==> config.mk <==
export PLATFORM = sky130hd
export DESIGN_NAME = rwv_back
export DESIGN_NICKNAME = d
export VERILOG_FILES = /design/src/hdl/rolling_window_variance_macros.svh /design/src/hdl/rwv_pkg.sv /design/src/hdl/rwv_back.sv
export SDC_FILE = /design/constraint.sdc
export NUM_CORES = 1
export LEC_CHECK = 0
export ABC_CLOCK_PERIOD_IN_PS = 5300
export BUFFER_PORTS_ARGS = -buffer_cell sky130_fd_sc_hd__clkbuf_2
export CAP_MARGIN = 30
export CELL_PAD_IN_SITES_DETAIL_PLACEMENT = 0
export CELL_PAD_IN_SITES_GLOBAL_PLACEMENT = 1
export CORE_UTILIZATION = 48
export CTS_CLUSTER_SIZE = 8
export DETAILED_ROUTE_END_ITERATION = 10
export PLACE_DENSITY = 0.83
export SETUP_SLACK_MARGIN = 0.4
export SLEW_MARGIN = 20
export SYNTH_ARGS = -nofsm -noshare
export SYNTH_HDL_FRONTEND = slang
export SYNTH_SLANG_ARGS = --single-unit
==> constraint.sdc <==
create_clock -name i_clk -period 5.3 [get_ports i_clk]
set_clock_uncertainty 0.15 [all_clocks]
set_input_delay 0.265 -clock i_clk [delete_from_list [all_inputs] [get_ports i_clk]]
set_output_delay 0.265 -clock i_clk [all_outputs]
set_load 0.02 [all_outputs]
==> src/hdl/rolling_window_variance_macros.svh <==
// Assertion macros for the rolling window variance block
`ifndef ROLLING_WINDOW_VARIANCE_MACROS_SVH
`define ROLLING_WINDOW_VARIANCE_MACROS_SVH
`ifndef SYNTHESIS
`define RWV_ASSERT_IMP(label, clk, rst_n, ante, cons) \
    label: assert property (@(posedge clk) disable iff (!rst_n) (ante) |-> (cons)) \
        else $error("assertion failed");
`define RWV_ASSERT_NXT(label, clk, rst_n, ante, cons) \
    label: assert property (@(posedge clk) disable iff (!rst_n) (ante) |=> (cons)) \
        else $error("assertion failed");
`else
`define RWV_ASSERT_IMP(label, clk, rst_n, ante, cons)
`define RWV_ASSERT_NXT(label, clk, rst_n, ante, cons)
`endif
`endif

==> src/hdl/rwv_pkg.sv <==
package rwv_pkg;
    localparam int MAX_WINDOW_DEF = 256;
    localparam int SAMPLE_W = 16;
    localparam int LEN_W = 9;
    localparam int SUM_W = 25;
    localparam int SQ_W = 39;
    localparam int VAR_W = 39;
    localparam int FRAC_BITS = 8;
    localparam int NUM_W = 48;
    localparam int DEN_W = 17;
    localparam logic [LEN_W-1:0] LEN_RESET = 9'd16;

    typedef struct packed {
        logic [NUM_W-1:0] num;
        logic [DEN_W-1:0] den;
    } t_job;
endpackage

==> src/hdl/rwv_back.sv <==
module rwv_back
    import rwv_pkg::*;
(
    input  logic             i_clk,
    input  logic             i_rst_n,
    input  logic             i_job_valid,
    input  t_job             i_job,
    output logic             o_job_pop,
    output logic             o_valid,
    input  logic             i_stall,
    output logic [VAR_W-1:0] o_variance
);
    localparam int DIV_W = NUM_W + FRAC_BITS;
    localparam int CW = $clog2(DIV_W + 1);

    logic [1:0]         r_st;
    logic [DIV_W-1:0]   r_q;
    logic [DEN_W:0]     r_rem;
    logic [DEN_W-1:0]   r_den;
    logic [CW-1:0]      r_cnt;
    logic [VAR_W-1:0]   r_out;
    logic [DEN_W:0]     w_trial;
    logic [DEN_W+1:0]   w_diff;

    localparam logic [1:0] B_IDLE = 2'd0;
    localparam logic [1:0] B_DIV  = 2'd1;
    localparam logic [1:0] B_OUT  = 2'd2;

    assign w_trial = {r_rem[DEN_W-1:0], r_q[DIV_W-1]};
    assign w_diff = {1'b0, w_trial} - {2'b0, r_den};
    assign o_job_pop = (r_st == B_IDLE) && i_job_valid;

    always_ff @(posedge i_clk) begin
        if (!i_rst_n) begin
            r_st <= B_IDLE;
            r_cnt <= '0;
        end else begin
            unique case (r_st)
                B_IDLE: if (i_job_valid) begin
                    r_st <= B_DIV;
                    r_cnt <= CW'(DIV_W);
                end
                B_DIV: begin
                    r_cnt <= r_cnt - CW'(1);
                    if (r_cnt == CW'(1)) begin
                        r_st <= B_OUT;
                    end
                end
                B_OUT: if (!i_stall) begin
                    r_st <= B_IDLE;
                end
                default: r_st <= B_IDLE;
            endcase
        end
    end

    always_ff @(posedge i_clk) begin
        if (r_st == B_IDLE && i_job_valid) begin
            r_q <= {i_job.num, FRAC_BITS'(0)};
            r_den <= i_job.den;
            r_rem <= '0;
        end else if (r_st == B_DIV) begin
            if (!w_diff[DEN_W+1]) begin
                r_rem <= w_diff[DEN_W:0];
                r_q <= {r_q[DIV_W-2:0], 1'b1};
            end else begin
                r_rem <= w_trial;
                r_q <= {r_q[DIV_W-2:0], 1'b0};
            end
            if (r_cnt == CW'(1)) begin
                r_out <= (!w_diff[DEN_W+1]) ? VAR_W'({r_q[DIV_W-2:0], 1'b1})
                                             : VAR_W'({r_q[DIV_W-2:0], 1'b0});
            end
        end
    end

    assign o_valid = (r_st == B_OUT);
    assign o_variance = r_out;
endmodule

Yosys cells after proc, flatten, opt, wreduce, memory -nomap -nowiden
Cells that the tools add are included.
{ "classes": {"reduce_logical": 7, "addsub": 2, "n_bitwise": 1, "n_mux": 11, "n_eq_ne": 6} }
{ "ops": {"columns": ["operator", "n"], "rows": [
  ["two-way mux 56 bit", 2],
  ["subtractor 18 x 17 -> 19 bit", 1],
  ["two-way mux 17 bit", 1],
  ["one-hot mux 6 bit (2 select lines)", 1],
  ["equality test 6 x 1 -> 1 bit (second input constant)", 1],
  ["two-way mux 2 bit", 3],
  ["two-way mux 6 bit", 1],
  ["one-hot mux 2 bit (3 select lines)", 1],
  ["AND reduction 3 bit", 2],
  ["subtractor 6 x 1 -> 6 bit (second input constant)", 1],
  ["inequality test 2 bit (second input constant)", 2],
  ["nonzero test 2 bit", 2],
  ["equality test 2 x 1 -> 1 bit (second input constant)", 1],
  ["equality test 2 bit (second input constant)", 1],
  ["logical NOT 2 bit", 1],
  ["two-way mux 1 bit", 2],
  ["inequality test 2 x 1 -> 1 bit (second input constant)", 1],
  ["AND reduction 2 bit", 1],
  ["logical AND 1 bit", 1],
  ["inverter 1 bit", 1]
]} }
{ "totals": {"input_bits": 69, "wordCells": 34, "regBits": 137, "out_inout_bits": 41} }

Longest topological paths before layout
{ "logic_depth": {"depth_word": 4, "depth_mapped": 12, "depth_no_buf": 11} }

Least setup slack after synthesis
Ideal clock, no wire load.
{ "synth_timing": {"path_kind": "register -> register", "start": "register r_q[55]", "end": "register r_rem[5]", "required_time_ns": 5.066, "synth_period_minus_slack_ns": 2.684, "setup_ns": 0.084, "path_stages_with_launch": 13, "slack_ns": 2.616, "arrival_time_ns": 2.450, "n_path_buf": 1, "cell_sequence": "edfxtp_1 > inv_1 > ha_1 > inv_1 > fa_1 > a211oi_4 > nor4_4 > nor4b_2 > or2_1 > inv_1 > buf_4 > a2bb2oi_1 > a21oi_1"} }
{ "synth_via": {"elab_chain_cells": 2} }
{ "synth_rtl": {"columns": ["item", "line_no", "text"], "rows": [
  ["from (decl)", "rwv_back.sv:17", "logic [DIV_W-1:0] r_q;"],
  ["from (signal assigned)", "rwv_back.sv:59", "r_q <= {i_job.num, FRAC_BITS'(0)};"],
  ["from (signal assigned)", "rwv_back.sv:65", "r_q <= {r_q[DIV_W-2:0], 1'b1};"],
  ["from (signal assigned)", "rwv_back.sv:68", "r_q <= {r_q[DIV_W-2:0], 1'b0};"],
  ["subtractor 18 x 17 -> 19 bit", "rwv_back.sv:30", "assign w_diff = {1'b0, w_trial} - {2'b0, r_den};"],
  ["two-way mux 17 bit", "rwv_back.sv:63", "if (!w_diff[DEN_W+1]) begin"],
  ["to (signal assigned)", "rwv_back.sv:64", "r_rem <= w_diff[DEN_W:0];"],
  ["to (signal assigned)", "rwv_back.sv:67", "r_rem <= w_trial;"],
  ["to (decl)", "rwv_back.sv:18", "logic [DEN_W:0] r_rem;"]
]} }
Every way passes these cells.
A chain may end at the register's enable or synchronous reset.

Final worst setup path
{ "layout_timing": {"start": "register r_q[55]", "end": "register r_rem[14]"} }
Same word-level chain as after synthesis.

==> summary.md <==
| Metric | Value |
|---|---|
| HPWL after DPL | `between 8 and 9 mm` |
| Resize count post-CTS | `0` |
| Post-route antenna net violation count | `0` |
| Die area | `roughly 13000 um2` |
| Arrival time at the worst endpoint | `roughly 3800 ps` |
| CP max stage delay | `between 400 and 500 ps` |
| Unrepaired setup endpoints after global routing | `no` |
| Die width | `approximately 110 um` |
| Mapped cell area | `5991 um2` |
| Slew @ Worst Pin | `913.0 ps` |
| Synthesized Nets | `approximately 570` |
| Most area-consuming cells after synthesis | `edfxtp_1 (52%), dfxtp_1 (11%), a22o_1 (7.2%)` |
| Pwr Density | `just under 400 nW/um2` |
| Crit path launch type | `flop` |
| Sequential Power Share | `between 40% and 50%` |
| Hold_buf cts | `slightly below 60` |
| Final cell count without fillers | `roughly 830` |
| Largest net degree at the start of global routing | `79` |
| Layout cell share with drive strength beyond 1 | `about a quarter` |
| Initial antenna violation count | `0` |
| Vias in the first global route | `~4400` |
| Gate power share | `a little under a fifth` |
| Status | `completed` |
| Drt initial violations | `374` |
| Critical path fanouts, max | `13` |
| Synth area leader | `edfxtp_1` |
| CTS root buffer | `clkbuf_16` |
| Switching power share of the total | `approximately 28%` |
| Top cells by count, synth | `edfxtp_1 (104), a22o_1 (49), o21ai_0 (36), nand2_1 (35), dfxtp_1 (33)` |
| Worst path most repeated cell | `inv_1` |
| Final setup TNS | `0 ps` |
| # fillers | `roughly 950` |
| CP Class | `flop to flop` |
| Clock latency on the worst-skew pair | `roughly 420 ps` |
| Via count | `between 4000 and 5000` |
| Synth cell types | `60` |
| Seq/Total Area, Yosys | `around 63%` |
| Post-synth EDFFs | `between 100 and 150` |
| Switch Pwr | `roughly 0.85 mW` |
| # diodes | `0` |
| VDD IR max | `~230 uV` |
| Clock power share | `a little under two fifths` |
| Max cap viols | `0` |
| Fin. max-slew vios | `0` |
| Final setup violating endpoints | `0` |
| Deepest clock path buffer count | `2` |
| Top_reg_cell synth | `edfxtp_1` |
| Hold_ws | `17.03 ps` |
| Placed Area | `roughly 6700 um2` |
| Post-layout min period | `3580 ps` |
| CTS sink count | `around 140` |
| Fin nets | `approximately 740` |
| Asr flop ratio synth | `0%` |
| # IOs | `between 100 and 150` |
| Cell area after layout | `7889 um2` |
| Worst setup EP type | `flop` |
| Fmax | `approximately 280 MHz` |
| Average wire per standard cell | `between 15 and 20 um` |
| GPL Wtd Cong | `0.8386` |
| Buf+Inv Stages, Crit Path | `3` |
| Post-layout util | `65.13%` |
| CP max-delay cell | `fa_1` |
| Syn Inst Count | `about 480` |
| Drt via density | `about 5.4` |
| WP data required | `5470 ps` |
| Global route overflow | `0` |
| Core area | `about 12000 um2` |
| Die Height | `about 110 um` |
| Final wirelength | `approximately 14 mm` |
| Num CTS Buffers | `17` |
| Synth warn | `0` |
| Yosys reg bits | `about 140` |
| P&R area growth vs syn | `31.68%` |
| Count leader, synth | `edfxtp_1` |
| Internal | `~2.2 mW` |
| Drt drc | `0` |
| Final Hold Fails | `0` |
| Leakage power figure | `~3.2 nW` |
| Worst min path class | `input pin to flop` |
| Total GRT Usage | `roughly 22%` |
| # port buffers | `between 100 and 150` |
| CTS HTree Levels | `4` |
| Synth top area share | `a little over half` |
| CTS tree | `built` |
| Cell Rows | `40` |
| Rel. slew slack | `roughly two fifths` |
| Worst-path cell chain | `inv_1 -> ha_1 -> inv_1 -> fa_1 -> a211oi_4 -> nor4_4 -> nor4b_2 -> or2_1 -> inv_1 -> and3_1 -> o41ai_2` |
| Initial Util | `49.46%` |
| Syn Area/Cell | `about 13 um2` |
| Crit share post-route | `~68%` |
| Cells after DPL | `between 700 and 800` |
| Register clock-pin slew on the reported worst setup and hold paths | `roughly 60 ps` |
| CP top delay family | `simple AND/OR/NAND/NOR gates` |
| Setup bufs post-CTS | `0` |
| First-pass GRT wire length | `between 20 and 25 mm` |
| DR pass1 iterations | `8` |
[stage by stage]
| stage | total power, mW | setup WS [ps] |
|---|---|---|
| after floorplan | 1.732 | 2616 |
| after detailed placement | 1.877 | 1779 |
| final | 3.074 | 1720 |
| after CTS | 3.087 | 1767 |
| after global routing | 3.198 | 1484 |
| after global placement | 1.863 | 1886 |
[path summary, 6_finish.rpt]
path	from	end	slack, ps	cells past startpoint
worst min register to register	r_q[12]	o_variance[13]	300	0
worst min-delay path	i_job[64]	r_q[55]	20	2
worst max register to register	r_q[55]	r_rem[14]	1720	11
worst max-delay path	r_q[55]	r_rem[14]	1720	11
[metal layers]
metal | track usage, % | vias up | routed length (um)
met2 | 34.63 | 142 | 6516
li1 | - | 2162 | -
met5 | 0 | - | 0
met4 | 10.79 | 0 | 294
met3 | 4.410 | 21 | 577
met1 | 29.41 | 2175 | 6275
[power by group through the flow]
stage / clock, mW / sequential, mW / combinational, mW
final: 1.17 / 1.33 / 0.569
after global routing: 1.23 / 1.34 / 0.624
after CTS: 1.19 / 1.33 / 0.563
after detailed placement: 0 / 1.35 / 0.523
after global placement: 0 / 1.35 / 0.511
after floorplan: 0 / 1.34 / 0.394
[registers in the layout, indices dropped and copies added, names as in the netlist]
| name | flops |
|---|---|
| r_q | 56 |
| o_variance | 39 |
| r_den | 17 |
| r_rem | 17 |
| r_cnt | 6 |
| r_st | 2 |
[logic make-up (layout without fill, tap and decap cells)]
kind of cell | Yosys count | count (layout) | share of synthesized area (%)
mux | 4 | 4 | 0.6684
xor+xnor | 8 | 8 | 1.170
buf+inv | 49 | 230 | 3.216
compound gates | 158 | 158 | 18.71
simple gates | 103 | 103 | 8.772
fa+ha+maj | 20 | 20 | 4.302
flops | 137 | 137 | 63.16
[placed cells by master, fill, tap and decap left out, types with 23 or more instances in the layout]
master / Yosys / layout
edfxtp_1: 104 / 104
nand2_1: 35 / 35
clkbuf_2: 1 / 109
dfxtp_1: 33 / 33
dlygate4sd3_1: 0 / 58
a21oi_1: 29 / 29
inv_1: 26 / 25
nor2_1: 23 / 23
o21ai_0: 36 / 36
a22o_1: 49 / 49
[cell type report]
| type | instances | area, um2 | share of cell area [%] |
|---|---|---|---|
| flip-flops and latches | 137 | 3784 | 47.96 |
| multi-input cells | 293 | 2023 | 25.65 |
| repair buffers | 171 | 1181 | 14.97 |
| clock buffers | 17 | 425.4 | 5.393 |
| well taps | 168 | 210.2 | 2.665 |
| clock inverters | 15 | 163.9 | 2.078 |
| inverters | 27 | 101.3 | 1.285 |
(Power assumes the default switching activity.)
