File: src/hdl/rolling_window_variance_macros.svh
// Assertion macros for the rolling window variance block
`ifndef ROLLING_WINDOW_VARIANCE_MACROS_SVH
`define ROLLING_WINDOW_VARIANCE_MACROS_SVH
`ifndef SYNTHESIS
`define RWV_ASSERT_IMP(label, clk, rst_n, ante, cons) \
    label: assert property (@(posedge clk) disable iff (!rst_n) (ante) |-> (cons)) \
        else $error("assertion failed");
`define RWV_ASSERT_NXT(label, clk, rst_n, ante, cons) \
    label: assert property (@(posedge clk) disable iff (!rst_n) (ante) |=> (cons)) \
        else $error("assertion failed");
`else
`define RWV_ASSERT_IMP(label, clk, rst_n, ante, cons)
`define RWV_ASSERT_NXT(label, clk, rst_n, ante, cons)
`endif
`endif

File: src/hdl/rwv_pkg.sv
package rwv_pkg;
    localparam int MAX_WINDOW_DEF = 256;
    localparam int SAMPLE_W = 16;
    localparam int LEN_W = 9;
    localparam int SUM_W = 25;
    localparam int SQ_W = 39;
    localparam int VAR_W = 39;
    localparam int FRAC_BITS = 8;
    localparam int NUM_W = 48;
    localparam int DEN_W = 17;
    localparam logic [LEN_W-1:0] LEN_RESET = 9'd16;

    typedef struct packed {
        logic [NUM_W-1:0] num;
        logic [DEN_W-1:0] den;
    } t_job;
endpackage

File: src/hdl/rwv_queue.sv
module rwv_queue
    import rwv_pkg::*;
(
    input  logic i_clk,
    input  logic i_rst_n,
    input  logic i_push,
    input  t_job i_data,
    output logic o_full,
    input  logic i_pop,
    output logic o_valid,
    output t_job o_data
);
    t_job       r_mem [2];
    logic       r_wp, r_rp;
    logic [1:0] r_cnt;

    always_ff @(posedge i_clk) begin
        if (!i_rst_n) begin
            r_wp <= 1'b0;
            r_rp <= 1'b0;
            r_cnt <= '0;
        end else begin
            if (i_push) begin
                r_wp <= ~r_wp;
            end
            if (i_pop) begin
                r_rp <= ~r_rp;
            end
            r_cnt <= r_cnt + 2'(i_push) - 2'(i_pop);
        end
    end

    always_ff @(posedge i_clk) begin
        if (i_push) begin
            r_mem[r_wp] <= i_data;
        end
    end

    assign o_full = (r_cnt == 2'd2);
    assign o_valid = (r_cnt != 2'd0);
    assign o_data = r_mem[r_rp];
endmodule

File: config.mk
export PLATFORM = sky130hd
export DESIGN_NAME = rwv_queue
export DESIGN_NICKNAME = d
export VERILOG_FILES = /design/src/hdl/rolling_window_variance_macros.svh /design/src/hdl/rwv_pkg.sv /design/src/hdl/rwv_queue.sv
export SDC_FILE = /design/constraint.sdc
export NUM_CORES = 1
export LEC_CHECK = 0
export ABC_AREA = 1
export ABC_CLOCK_PERIOD_IN_PS = 4300
export BUFFER_PORTS_ARGS = -buffer_cell sky130_fd_sc_hd__buf_4
export CORE_UTILIZATION = 35
export DETAILED_ROUTE_END_ITERATION = 10
export PLACE_DENSITY = 0.58
export SLEW_MARGIN = 20
export SYNTH_ARGS = -nofsm -noshare
export SYNTH_HDL_FRONTEND = slang
export SYNTH_SLANG_ARGS = --single-unit
File: constraint.sdc
create_clock -name i_clk -period 4.3 [get_ports i_clk]
set_input_delay 1.29 -clock i_clk [delete_from_list [all_inputs] [get_ports i_clk]]
set_output_delay 1.29 -clock i_clk [all_outputs]
set_load 0.01 [all_outputs]
**Yosys cells after proc, flatten, opt, wreduce, memory -nomap -nowiden**

Memories as Yosys holds them, arrays and structs flattened. A register that Yosys moved wholly into a read port is not among the register bits.
Cells that the tools add are included.

- Bits in registers: 4
- Memory bits (writable): 130
- Output and inout bits: 67
- Logic and storage cells: 14
- Memories: 1

Memories:

| name | depth | width | rd ports | clocked after Yosys merged registers in | write ports | line | source |
|---|---|---|---|---|---|---|---|
| r_mem | 2 | 65 | 1 | 1 | 1 | rwv_queue.sv:13 | `t_job r_mem [2];` |

- Add/sub/neg operators: 2
- Equality and inequality tests: 1
- Muxes and demuxes: 4
- Bitwise operators: 2
- Reduce and logical (&&, ||, !) cells: 1

Operators by type and width:

| kind | count |
|---|---|
| $mux W1 | 4 |
| $add A2 B1 Y2 | 1 |
| $eq A2 B2 Y1 const B | 1 |
| $not A1 Y1 | 2 |
| $reduce_bool A2 Y1 | 1 |
| $sub A2 B1 Y2 | 1 |

**Longest topological paths before layout**

Gate-level depths: netlist of the first run.

- Depth after elaboration: 3
- Depth in mapped cells: 9

**Least setup slack after synthesis of the first run**

Ideal clock, no wire load.

- Path kind: in2reg
- Start point: input port i_push
- End point: memory r_mem[0][0] in the netlist's numbering, enable pin
- Library setup time: 0.490 ns
- Arrival time: 4.056 ns
- Required time: 3.810 ns
- Slack: -0.246 ns
- Stages: 2
- Path buffers: 0
- Path through: inv_1 > nor2_1

- Cells in the longest elaborated chain, start to end: 2

Ends and longest elaborated chain:

| item | line | source |
|---|---|---|
| from (decl) | rwv_queue.sv:6 | `input logic i_push,` |
| $mux W1 | rwv_queue.sv:34 | `if (i_push) begin` |
| $mux W1 (not written as such) | rwv_queue.sv:35 | `r_mem[r_wp] <= i_data;` |
| to (decl) | rwv_queue.sv:13 |  |

No other way between the ends.

==> results of run 1 <==
==> state kept, by name (all words and copies together) (netlist names), named ones only <==
signal	count
r_rp	1
r_mem	130
r_cnt	2
r_wp	1
==> power groups by stage <==
stage / Sequential [W] / Combinational (W) / Clock, W
CTS: 0.00155 / 0.000352 / 0.00131
global placement: 0.00158 / 0.000345 / 0
global route: 0.00156 / 0.000373 / 0.00137
finish: 0.00155 / 0.000343 / 0.00127
detailed placement: 0.00158 / 0.000351 / 0
floorplan: 0.00157 / 0.000188 / 0
==> tightest hold or removal path: stages, from the launching register on <==
cell and delay, ns:
dfxtp_1 0.33, nor2_1 0.06, nor2_1 0.08
==> layout make-up <==
| type | count | area [um2] | share of cell area |
|---|---|---|---|
| sequential | 135 | 4008 | 0.5822 |
| timing repair buffer | 140 | 1076 | 0.1563 |
| multi-input combinational | 86 | 1026 | 0.1490 |
| clock buffer | 20 | 436.7 | 0.06343 |
| tap | 180 | 225.2 | 0.03272 |
| clock inverter | 12 | 86.33 | 0.01254 |
| inverter | 7 | 26.28 | 0.003817 |
==> final timing paths <==
kind                            startpoint           end  slack, ns
worst max-delay path             flip-flop     o_data[1]       0.99
worst min-delay path                  r_rp     flip-flop       0.50
worst max register to register        r_wp  r_mem[0][11]       2.65
worst min register to register        r_rp     flip-flop       0.50
==> kinds of logic (layout without fill, tap and decap cells) <==
group                    count (synthesis)  in the layout  share of synthesized area
buffers and inverters                   14            179                    0.01930
flip-flops                             135            135                     0.7818
multiplexers                            65             65                     0.1796
AO/OA/AOI/OAI                            1              1                  0.0009763
adder cells (fa/ha/maj)                  2              2                   0.004886
AND/OR/NAND/NOR                         18             18                    0.01344
==> routing by layer <==
metal,up-vias,track usage
li1,1212,-
met1,1241,0.1449
met2,92,0.2072
met3,13,0.05904
met4,0,0.05945
met5,-,0
==> stage by stage <==
stage                     instance area (um2)  setup WS [ns]  total power, W
after floorplan                          5124         0.8791        0.001753
after global placement                   6361          1.387        0.001921
after detailed placement                 6361          1.371        0.001930
after CTS                                6884         0.9146        0.003213
after global routing                     6884         0.8902        0.003298
final                                    6884         0.9885        0.003164
==> synthesized netlist by cell type, drive strengths merged <==
cell type / n
buf: 7
ha: 2
nor2: 8
edfxtp: 130
nand3: 1
mux2: 65
inv: 7
dfxtp: 5
a21oi: 1
nand2: 9
==> results by group, run 1 <==
Outcome
  • Status: finished clean

Clocking
  • Post-CTS setup buffer count: 0
  • Root buf cell: clkbuf_16
  • Clock Tree Buf Depth: 2
  • CTS tree: yes
  • CTS Buf Count: 17
  • Clock-pin slew on the worst setup and hold paths: 0.05 ns
  • Clock Sinks: 135
  • CTS Hold Bufs: 0
  • CTS H-Tree Depth: 4
  • Post-CTS sizing: 0
  • Clk_lat worst skew: 0.41 ns

Global routing
  • GR Overflow Total: 0
  • Initial antenna violation count: 0
  • Total GRT Usage: 0.1285
  • Pin count of the biggest net entering global routing: 43
  • First-pass GRT wire length: 13700 um
  • Vias in the first global route: 2706

Pwr
  • Sequential share of power: 0.490
  • PwrDens: 459.6 mW/mm2
  • Comb pwr share: 0.109
  • P_int: 0.002502 W
  • VDD IR max: 0.2325 mV
  • Clk pwr share: 0.401
  • Leakage power: 2.721 nW
  • NetSw: 0.0006621 W
  • Sw Share: 0.2093

Die
  • Die Width: 123.0 um
  • Core area: 0.01410 mm2
  • Rows: 43
  • Die area: 0.01512 mm2
  • Ports: 136
  • Initial Utilization: 0.3633
  • Die Ht: 123.0 um

Setup path
  • CP max stage delay: 0.72 ns
  • Worst-path cell chain: buf_4 > mux2_2 > buf_4
  • Crit-path leading delay family: flip-flops
  • Slowest CP cell: dfxtp_4
  • Max FO, Critical Path: 31
  • FF-to-FF path depth: 2
  • Worst Setup Start Kind: flip-flop
  • Most frequent cell on the critical path: buf_4
  • WP depth: 3
  • CP bufs+invs: 2
  • Endpoint class of the critical path: output port
  • Data arrival, critical path: 2.02 ns
  • Setup Crit Path Kind: reg2out
  • Req. time, crit path: 3.01 ns

Layout
  • Fillers: 1241
  • N_diodes: 0
  • Most frequent cells in the layout: buf_4 (138), edfxtp_1 (130), mux2_4 (50)
  • Final Util: 0.4884
  • Fraction of layout cells with a size suffix above 1: 0.5800
  • Commonest non-fill, non-tap cell in the layout: buf_4
  • Non-Filler Instances: 580
  • Fin nets: 458
  • Area Overhead vs Synth: 34.42%

Place
  • Final HPWL from detailed placement: 5920 um
  • I/O Buffers: 135
  • GP Congestion: 0.7143
  • Cells after DPL: 548

Drt
  • DR WL met3: 781 um
  • Routed wire length: 9051 um
  • Pre-Repair DR Iteration Count: 4
  • Via density: 4.410
  • Via count: 2558
  • Drt wl/cell: 15.61 um
  • DRT iter0 DRCs: 117
  • Remaining antenna violation count: 0
  • Top routing layer in use: met4
  • Length of routed met2 wiring: 4548 um
  • Residual DRC: 0
  • WL met1: 3565 um

Logic synthesis
  • YS warnings: 0
  • Top cell type's share of synthesized area: 0.7623
  • Yosys top cell by area: edfxtp_1
  • Syn nets: 306
  • Post-synthesis instance area: 0.005121 mm2
  • Count of cell types in the netlist: 12
  • Flops & latches, synth: 135
  • Register area share after synthesis: 0.7818
  • Cells after synthesis: 235
  • Synth area leaders: edfxtp_1 (76%), mux2_4 (15%), mux2_2 (3.3%)
  • Avg Cell Area, Syn: 21.79 um2

Min path
  • Worst Hold Path Cells: 2
  • Hold Path Class: reg2reg

Timing
  • Rel. slew slack: 0.4978
  • Worst-margin pin slew: 0.7515 ns
  • Slew Viols, Final: 0
  • Crit path time final: 3.311 ns
  • Peak Freq: 0.3020 GHz
  • Setup-failing EPs final: 0
  • Setup Skew: 0.002881 ns
  • Period utilization: 0.7701
  • Fin. Hold Viols: 0
  • Sum of negative setup slack: 0 ns
  • RSZ-0062 raised after global routing: false
  • WHS: 0.4996 ns

Flow run
  • Max Cap Viol: 0
(Power assumes the default switching activity.)
==> inputs of run 2 (changes only) <==
--- a/config.mk
+++ b/config.mk
@@ -6,11 +6,11 @@
 export NUM_CORES = 1
 export LEC_CHECK = 0
 export ABC_AREA = 1
-export ABC_CLOCK_PERIOD_IN_PS = 4300
+export ABC_CLOCK_PERIOD_IN_PS = 3450
 export BUFFER_PORTS_ARGS = -buffer_cell sky130_fd_sc_hd__buf_4
 export CORE_UTILIZATION = 35
 export DETAILED_ROUTE_END_ITERATION = 10
-export PLACE_DENSITY = 0.58
+export PLACE_DENSITY = 0.56
 export SLEW_MARGIN = 20
 export SYNTH_ARGS = -nofsm -noshare
 export SYNTH_HDL_FRONTEND = slang
==> constraint.sdc (replaced) <==
create_clock -name i_clk -period 3.45 [get_ports i_clk]
set_input_delay 1.035 -clock i_clk [delete_from_list [all_inputs] [get_ports i_clk]]
set_output_delay 1.035 -clock i_clk [all_outputs]
set_load 0.01 [all_outputs]
==> run 2 against run 1 <==
  * Setup slack lost 0.47 ns
  * Critical path depth is the same
  * Design area shrank 0.47%
  * Highest routed layer unchanged
  * Largest cell class unchanged
==> results by group, run 2 (synthesized netlist as in run 1, its figures left out) <==
Setup path
  • Endpoint class of the critical path: output port
  • Max FO, Critical Path: 21 (-32%)
  • Crit-path leading delay family: flip-flops
  • FF-to-FF path depth: 2 (unchanged)
  • End of the worst register-to-register path: r_mem[0][0]
  • CP max stage delay: 0.58 ns (-0.14 ns)
  • Most frequent cell on the critical path: buf_4
  • Worst-path cell chain: buf_4 > mux2_2 > buf_4
  • Data arrival, critical path: 1.90 ns (-0.12 ns)
  • Worst Setup Start Kind: flip-flop
  • CP bufs+invs: 2 (unchanged)
  • Req. time, crit path: 2.41 ns (-0.60 ns)
  • R2r startpoint: r_wp
  • Slowest CP cell: dfxtp_4
  • Setup Crit Path Kind: reg2out
  • Flop-to-flop setup slack: 2.13 ns (-0.52 ns)

Die
  • Die Ht: 123.0 um (unchanged)
  • Ports: 136 (unchanged)
  • Rows: 43 (unchanged)
  • Core area: 0.01410 mm2 (unchanged)
  • Die area: 0.01512 mm2 (unchanged)
  • Die Width: 123.0 um (unchanged)
  • Initial Utilization: 0.3633 (unchanged)

Pwr
  • VDD IR max: 0.3326 mV (+43%)
  • NetSw: 0.0008093 W (+22%)
  • P_int: 0.003054 W (+22%)
  • Sw Share: 0.2095 (+0.0002364)
  • Power, Total: 0.003863 W (+22%)
  • PwrDens: 563.8 mW/mm2 (+23%)
  • Sequential share of power: 0.500 (+0.010)
  • Leakage power: 2.711 nW (-0.36%)
  • Comb pwr share: 0.112 (+0.003)
  • Clk pwr share: 0.388 (-0.013)

Timing
  • Peak Freq: 0.3409 GHz
  • Fin. Hold Viols: 0 (unchanged)
  • Setup-failing EPs final: 0 (unchanged)
  • Period utilization: 0.8503
  • Slew Viols, Final: 0 (unchanged)
  • Setup Skew: 0.005475 ns (+0.002594 ns)
  • Worst-margin pin slew: 0.5549 ns (-0.1966 ns)
  • Rel. slew slack: 0.6301 (+0.1323)
  • Sum of negative setup slack: 0 ns (unchanged)
  • Final Worst Setup Slack: 0.5166 ns (-0.4719 ns)
  • Crit path time final: 2.933 ns
  • RSZ-0062 raised after global routing: false

Layout
  • Area Overhead vs Synth: 33.79%
  • Max FFs per register: 130 (unchanged)
  • N_diodes: 0 (unchanged)
  • Non-Filler Instances: 580 (unchanged)
  • Final Util: 0.4861 (-0.002308)
  • Fraction of layout cells with a size suffix above 1: 0.5750 (-0.005000)
  • Largest regs: r_mem x130, r_cnt x2
  • Commonest non-fill, non-tap cell in the layout: buf_4
  • Fin nets: 458 (unchanged)
  • Most frequent cells in the layout: buf_4 (138), edfxtp_1 (130), mux2_4 (50)
  • Biggest register: r_mem

Drt
  • Via count: 2558 (unchanged)
  • Via density: 4.410 (unchanged)
  • Routed wire length: 9172 um (+1.3%)
  • Remaining antenna violation count: 0 (unchanged)
  • Pre-Repair DR Iteration Count: 4 (unchanged)
  • Residual DRC: 0 (unchanged)
  • Drt wl/cell: 15.81 um (+1.3%)
  • DRT iter0 DRCs: 109 (-6.8%)

Clocking
  • CTS Hold Bufs: 0 (unchanged)
  • CTS Buf Count: 17 (unchanged)
  • CTS tree: yes
  • Clock-pin slew on the worst setup and hold paths: 0.05 ns (about the same)
  • Root buf cell: clkbuf_16
  • Clock Sinks: 135 (unchanged)
  • Clk_lat worst skew: 0.41 ns (about the same)
  • Clock Tree Buf Depth: 2 (unchanged)
  • Post-CTS setup buffer count: 0 (unchanged)
  • CTS H-Tree Depth: 4 (unchanged)
  • Post-CTS sizing: 0 (unchanged)

Min path
  • Worst Hold Path Cells: 2 (unchanged)
  • Hold path start: r_rp
  • Hold Path Class: reg2reg
  • Worst Hold Path EP: r_rp

Place
  • Cells after DPL: 548 (unchanged)
  • I/O Buffers: 135 (unchanged)
  • GP Congestion: 0.6615 (-7.4%)
  • Final HPWL from detailed placement: 5908 um (-0.20%)
  • Dpl ws: 0.9099 ns (-0.4606 ns)

Global routing
  • GR Overflow Total: 0 (unchanged)
  • Initial antenna violation count: 0 (unchanged)
  • First-pass GRT wire length: 13660 um (-0.30%)
  • Total GRT Usage: 0.1283 (-0.0002178)
  • Vias in the first global route: 2673 (-1.2%)
  • Pin count of the biggest net entering global routing: 66 (+53%)

Flow run
  • Max Cap Viol: 0 (unchanged)

Outcome
  • Status: finished clean
-- run 2: cell count changes in the layout (fill, tap and decap cells not counted) --
| cell | change |
|---|---|
| bufinv_16 | -1 |
| clkbuf_1 | +5 |
| clkinv_1 | -3 |
| clkinv_2 | +1 |
| clkinvlp_4 | -2 |
-- run 2: per-layer routing --
layer  vias up  wire length [um]  global-route usage
li1       1213                 -                   -
met1      1247              3765              0.1479
met2        84              4646              0.2072
met3        14               576             0.04659
met4         0               184             0.07088
met5         -                 0                   0
-- run 2: power by group through the flow --
stage               Combinational, W  Sequential, W  Clock [W]
floorplan                   0.000234        0.00195          0
global placement            0.000436        0.00196          0
detailed placement          0.000441        0.00196          0
CTS                         0.000442        0.00193    0.00155
global route                0.000468        0.00194    0.00162
finish                      0.000432        0.00193    0.00150
-- run 2: cell type report --
class,count,area [um2]
Fill cell,1215,7244
Sequential cell,135,4008
Timing Repair Buffer,140,1076
Multi-Input combinational cell,86,1026
Clock buffer,25,455.4
Tap cell,180,225.2
Clock inverter,7,35.03
Inverter,7,26.28
-- run 2: through the flow --
| stage | hold WS, ns | area [um2] |
|---|---|---|
| floorplan | 0.4635 | 5124 |
| detailed placement | 0.4958 | 6361 |
| finish | 0.5028 | 6852 |
| global route | 0.5528 | 6852 |
| CTS | 0.5093 | 6852 |
| global placement | 0.4781 | 6361 |
-- run 2: worst register-to-register path: stages (launching register included) --
cell and delay (ns):
dfxtp_1 0.34, nor2_4 0.12, buf_4 0.46
-- run 2: how the worst max path moves through the flow --
stage,startpoint,end,slack (ns),depth (start not counted)
floorplan,i_push,r_mem[0][0],0.28,2
finish,flip-flop,o_data[3],0.52,3
global route,flip-flop,o_data[3],0.42,3
detailed placement,flip-flop,o_data[3],0.91,3
global placement,flip-flop,o_data[3],0.92,3
CTS,flip-flop,o_data[3],0.46,3
==> inputs of run 3 (changes only) <==
--- a/config.mk
+++ b/config.mk
@@ -6,7 +6,7 @@
 export NUM_CORES = 1
 export LEC_CHECK = 0
 export ABC_AREA = 1
-export ABC_CLOCK_PERIOD_IN_PS = 3450
+export ABC_CLOCK_PERIOD_IN_PS = 3200
 export BUFFER_PORTS_ARGS = -buffer_cell sky130_fd_sc_hd__buf_4
 export CORE_UTILIZATION = 35
 export DETAILED_ROUTE_END_ITERATION = 10
==> constraint.sdc (replaced) <==
create_clock -name i_clk -period 3.2 [get_ports i_clk]
set_input_delay 0.96 -clock i_clk [delete_from_list [all_inputs] [get_ports i_clk]]
set_output_delay 0.96 -clock i_clk [all_outputs]
set_load 0.01 [all_outputs]
==> run 3 against run 2 <==
  * Clock power is 31% higher
  * Sequential share of layout area shrank 0.91 points
  * Cell count is 0.34% lower
  * Clock-buffer cell count fell by 4
  * Highest routed layer unchanged
  * Setup slack got worse by 0.13 ns
  * Worst hold slack worse by 0.0020 ns
  * Sequential power grew 8%
==> results by group, run 3 (synthesized netlist as in run 1, its figures left out) <==
Layout
  • Max FFs per register: 130 (unchanged)
  • Fin nets: 457 (-0.22%)
  • Area Overhead vs Synth: 35.92%
  • Non-Filler Instances: 578 (-0.34%)
  • Largest regs: r_mem x130, r_cnt x2
  • N_diodes: 0 (unchanged)
  • Commonest non-fill, non-tap cell in the layout: buf_4
  • Biggest register: r_mem
  • Fraction of layout cells with a size suffix above 1: 0.5829 (+0.007915)
  • Most frequent cells in the layout: buf_4 (136), edfxtp_1 (130), mux2_4 (50)

Clocking
  • Clk_lat worst skew: 0.41 ns (about the same)
  • CTS tree: yes
  • CTS Buf Count: 17 (unchanged)
  • Clock Sinks: 135 (unchanged)
  • Clock Tree Buf Depth: 2 (unchanged)
  • CTS Hold Bufs: 0 (unchanged)
  • Post-CTS setup buffer count: 0 (unchanged)
  • CTS H-Tree Depth: 4 (unchanged)
  • Clock-pin slew on the worst setup and hold paths: 0.05 ns (about the same)
  • Post-CTS sizing: 0 (unchanged)
  • Root buf cell: clkbuf_16

Timing
  • Crit path time final: 2.812 ns
  • Setup-failing EPs final: 0 (unchanged)
  • RSZ-0062 raised after global routing: false
  • Period utilization: 0.8788
  • Worst-margin pin slew: 0.3813 ns (-0.1735 ns)
  • Setup Skew: 0.005842 ns (+0.0003670 ns)
  • Rel. slew slack: 0.7458 (+0.1157)
  • Final Worst Setup Slack: 0.3877 ns (-0.1289 ns)
  • Sum of negative setup slack: 0 ns (unchanged)
  • Slew Viols, Final: 0 (unchanged)
  • Peak Freq: 0.3556 GHz
  • Fin. Hold Viols: 0 (unchanged)

Drt
  • DRT iter0 DRCs: 120 (+10%)
  • Routed wire length: 8759 um (-4.5%)
  • Residual DRC: 0 (unchanged)
  • Pre-Repair DR Iteration Count: 4 (unchanged)
  • Drt wl/cell: 15.15 um (-4.2%)
  • Remaining antenna violation count: 0 (unchanged)
  • Via density: 4.398 (-0.28%)
  • Via count: 2542 (-0.63%)

Die
  • Core area: 0.01410 mm2 (unchanged)
  • Die area: 0.01512 mm2 (unchanged)
  • Initial Utilization: 0.3633 (unchanged)
  • Rows: 43 (unchanged)
  • Die Ht: 123.0 um (unchanged)
  • Die Width: 123.0 um (unchanged)
  • Ports: 136 (unchanged)

Place
  • Final HPWL from detailed placement: 5449 um (-7.8%)
  • Dpl ws: 0.7992 ns (-0.1107 ns)
  • GP Congestion: 0.6502 (-1.7%)
  • I/O Buffers: 135 (unchanged)
  • Cells after DPL: 547 (-0.18%)

Setup path
  • Endpoint class of the critical path: output port
  • WP depth: 3 (unchanged)
  • Worst Setup Start Kind: flip-flop
  • Last element of the critical path: o_data[11]
  • Crit-path leading delay family: flip-flops
  • Data arrival, critical path: 1.85 ns (-0.05 ns)
  • CP bufs+invs: 2 (unchanged)
  • R2r startpoint: r_wp
  • FF-to-FF path depth: 3 (+1)
  • Req. time, crit path: 2.24 ns (-0.17 ns)
  • Slowest CP cell: dfxtp_4
  • Worst-path cell chain: buf_12 > mux2_2 > buf_4
  • CP max stage delay: 0.54 ns (-0.04 ns)
  • Flop-to-flop setup slack: 1.92 ns (-0.21 ns)
  • Setup Crit Path Kind: reg2out
  • Max FO, Critical Path: 43 (+100%)
  • End of the worst register-to-register path: r_mem[1][34]

Outcome
  • Status: finished clean

Pwr
  • VDD IR max: 0.3021 mV (-9.2%)
  • Leakage power: 2.759 nW (+1.7%)
  • PwrDens: 646.8 mW/mm2 (+15%)
  • Power, Total: 0.004502 W (+17%)

Global routing
  • First-pass GRT wire length: 12970 um (-5.0%)
  • Vias in the first global route: 2598 (-2.8%)
  • GR Overflow Total: 0 (unchanged)
  • Initial antenna violation count: 0 (unchanged)
  • Total GRT Usage: 0.1214 (-0.006818)
  • Pin count of the biggest net entering global routing: 66 (unchanged)

Min path
  • Hold Path Class: reg2reg

Flow run
  • Max Cap Viol: 0 (unchanged)
[run 3: cell count changes in the layout (fill, tap and decap cells not counted)]
cell	previous run	this run
buf_12	2	3
clkbuf_1	8	4
clkinv_2	4	2
buf_4	138	136
bufinv_16	0	4
clkinv_4	0	1
[run 3: per-stage QoR]
| step | instance area (um2) | util | hold WS (ns) |
|---|---|---|---|
| 2_1_floorplan | 5124 | - | 0.4635 |
| 3_3_place_gp | 6366 | 0.4516 | 0.4781 |
| 3_5_place_dp | 6366 | 0.4516 | 0.4967 |
| 4_1_cts | 6960 | 0.4938 | 0.5106 |
| 5_1_grt | 6960 | 0.4938 | 0.5410 |
| 6_report | 6960 | 0.4938 | 0.5008 |
[run 3: metal layers]
| metal | vias up | wire [um] | GRT usage |
|---|---|---|---|
| li1 | 1212 | - | - |
| met1 | 1234 | 3539 | 0.1350 |
| met2 | 81 | 4486 | 0.1984 |
| met3 | 15 | 568 | 0.05074 |
| met4 | 0 | 165 | 0.06402 |
| met5 | - | 0 | 0 |
[run 3: how the worst min path moves through the flow]
| stage | start | end | slack (ns) | cells past startpoint |
|---|---|---|---|---|
| detailed placement | r_rp | r_rp | 0.50 | 2 |
| CTS | r_rp | r_rp | 0.51 | 2 |
| global route | r_rp | r_rp | 0.54 | 2 |
| floorplan | r_rp | flip-flop | 0.46 | 2 |
| finish | r_rp | r_rp | 0.50 | 2 |
| global placement | r_rp | r_rp | 0.48 | 2 |
[run 3: cell type report]
class | count | area, um2
well taps | 180 | 225.2
clock buffers | 21 | 440.4
repair buffers | 139 | 1081
fillers | 1209 | 7136
flip-flops and latches | 135 | 4008
multi-input cells | 86 | 1026
inverters | 7 | 26.28
clock inverters | 10 | 153.9
[run 3: tightest hold or removal path, stage by stage (launching register included)]
cell     delay, ns
dfxtp_1       0.32
nor2_1        0.05
nor2_1        0.09
[run 3: power by group]
part | switching [W] | total, W | internal (W)
Clock | 0.000667 | 0.00196 | 0.00129
Sequential | 0.0000305 | 0.00208 | 0.00205
Combinational | 0.000197 | 0.000467 | 0.000270
Total | 0.000895 | 0.00450 | 0.00361
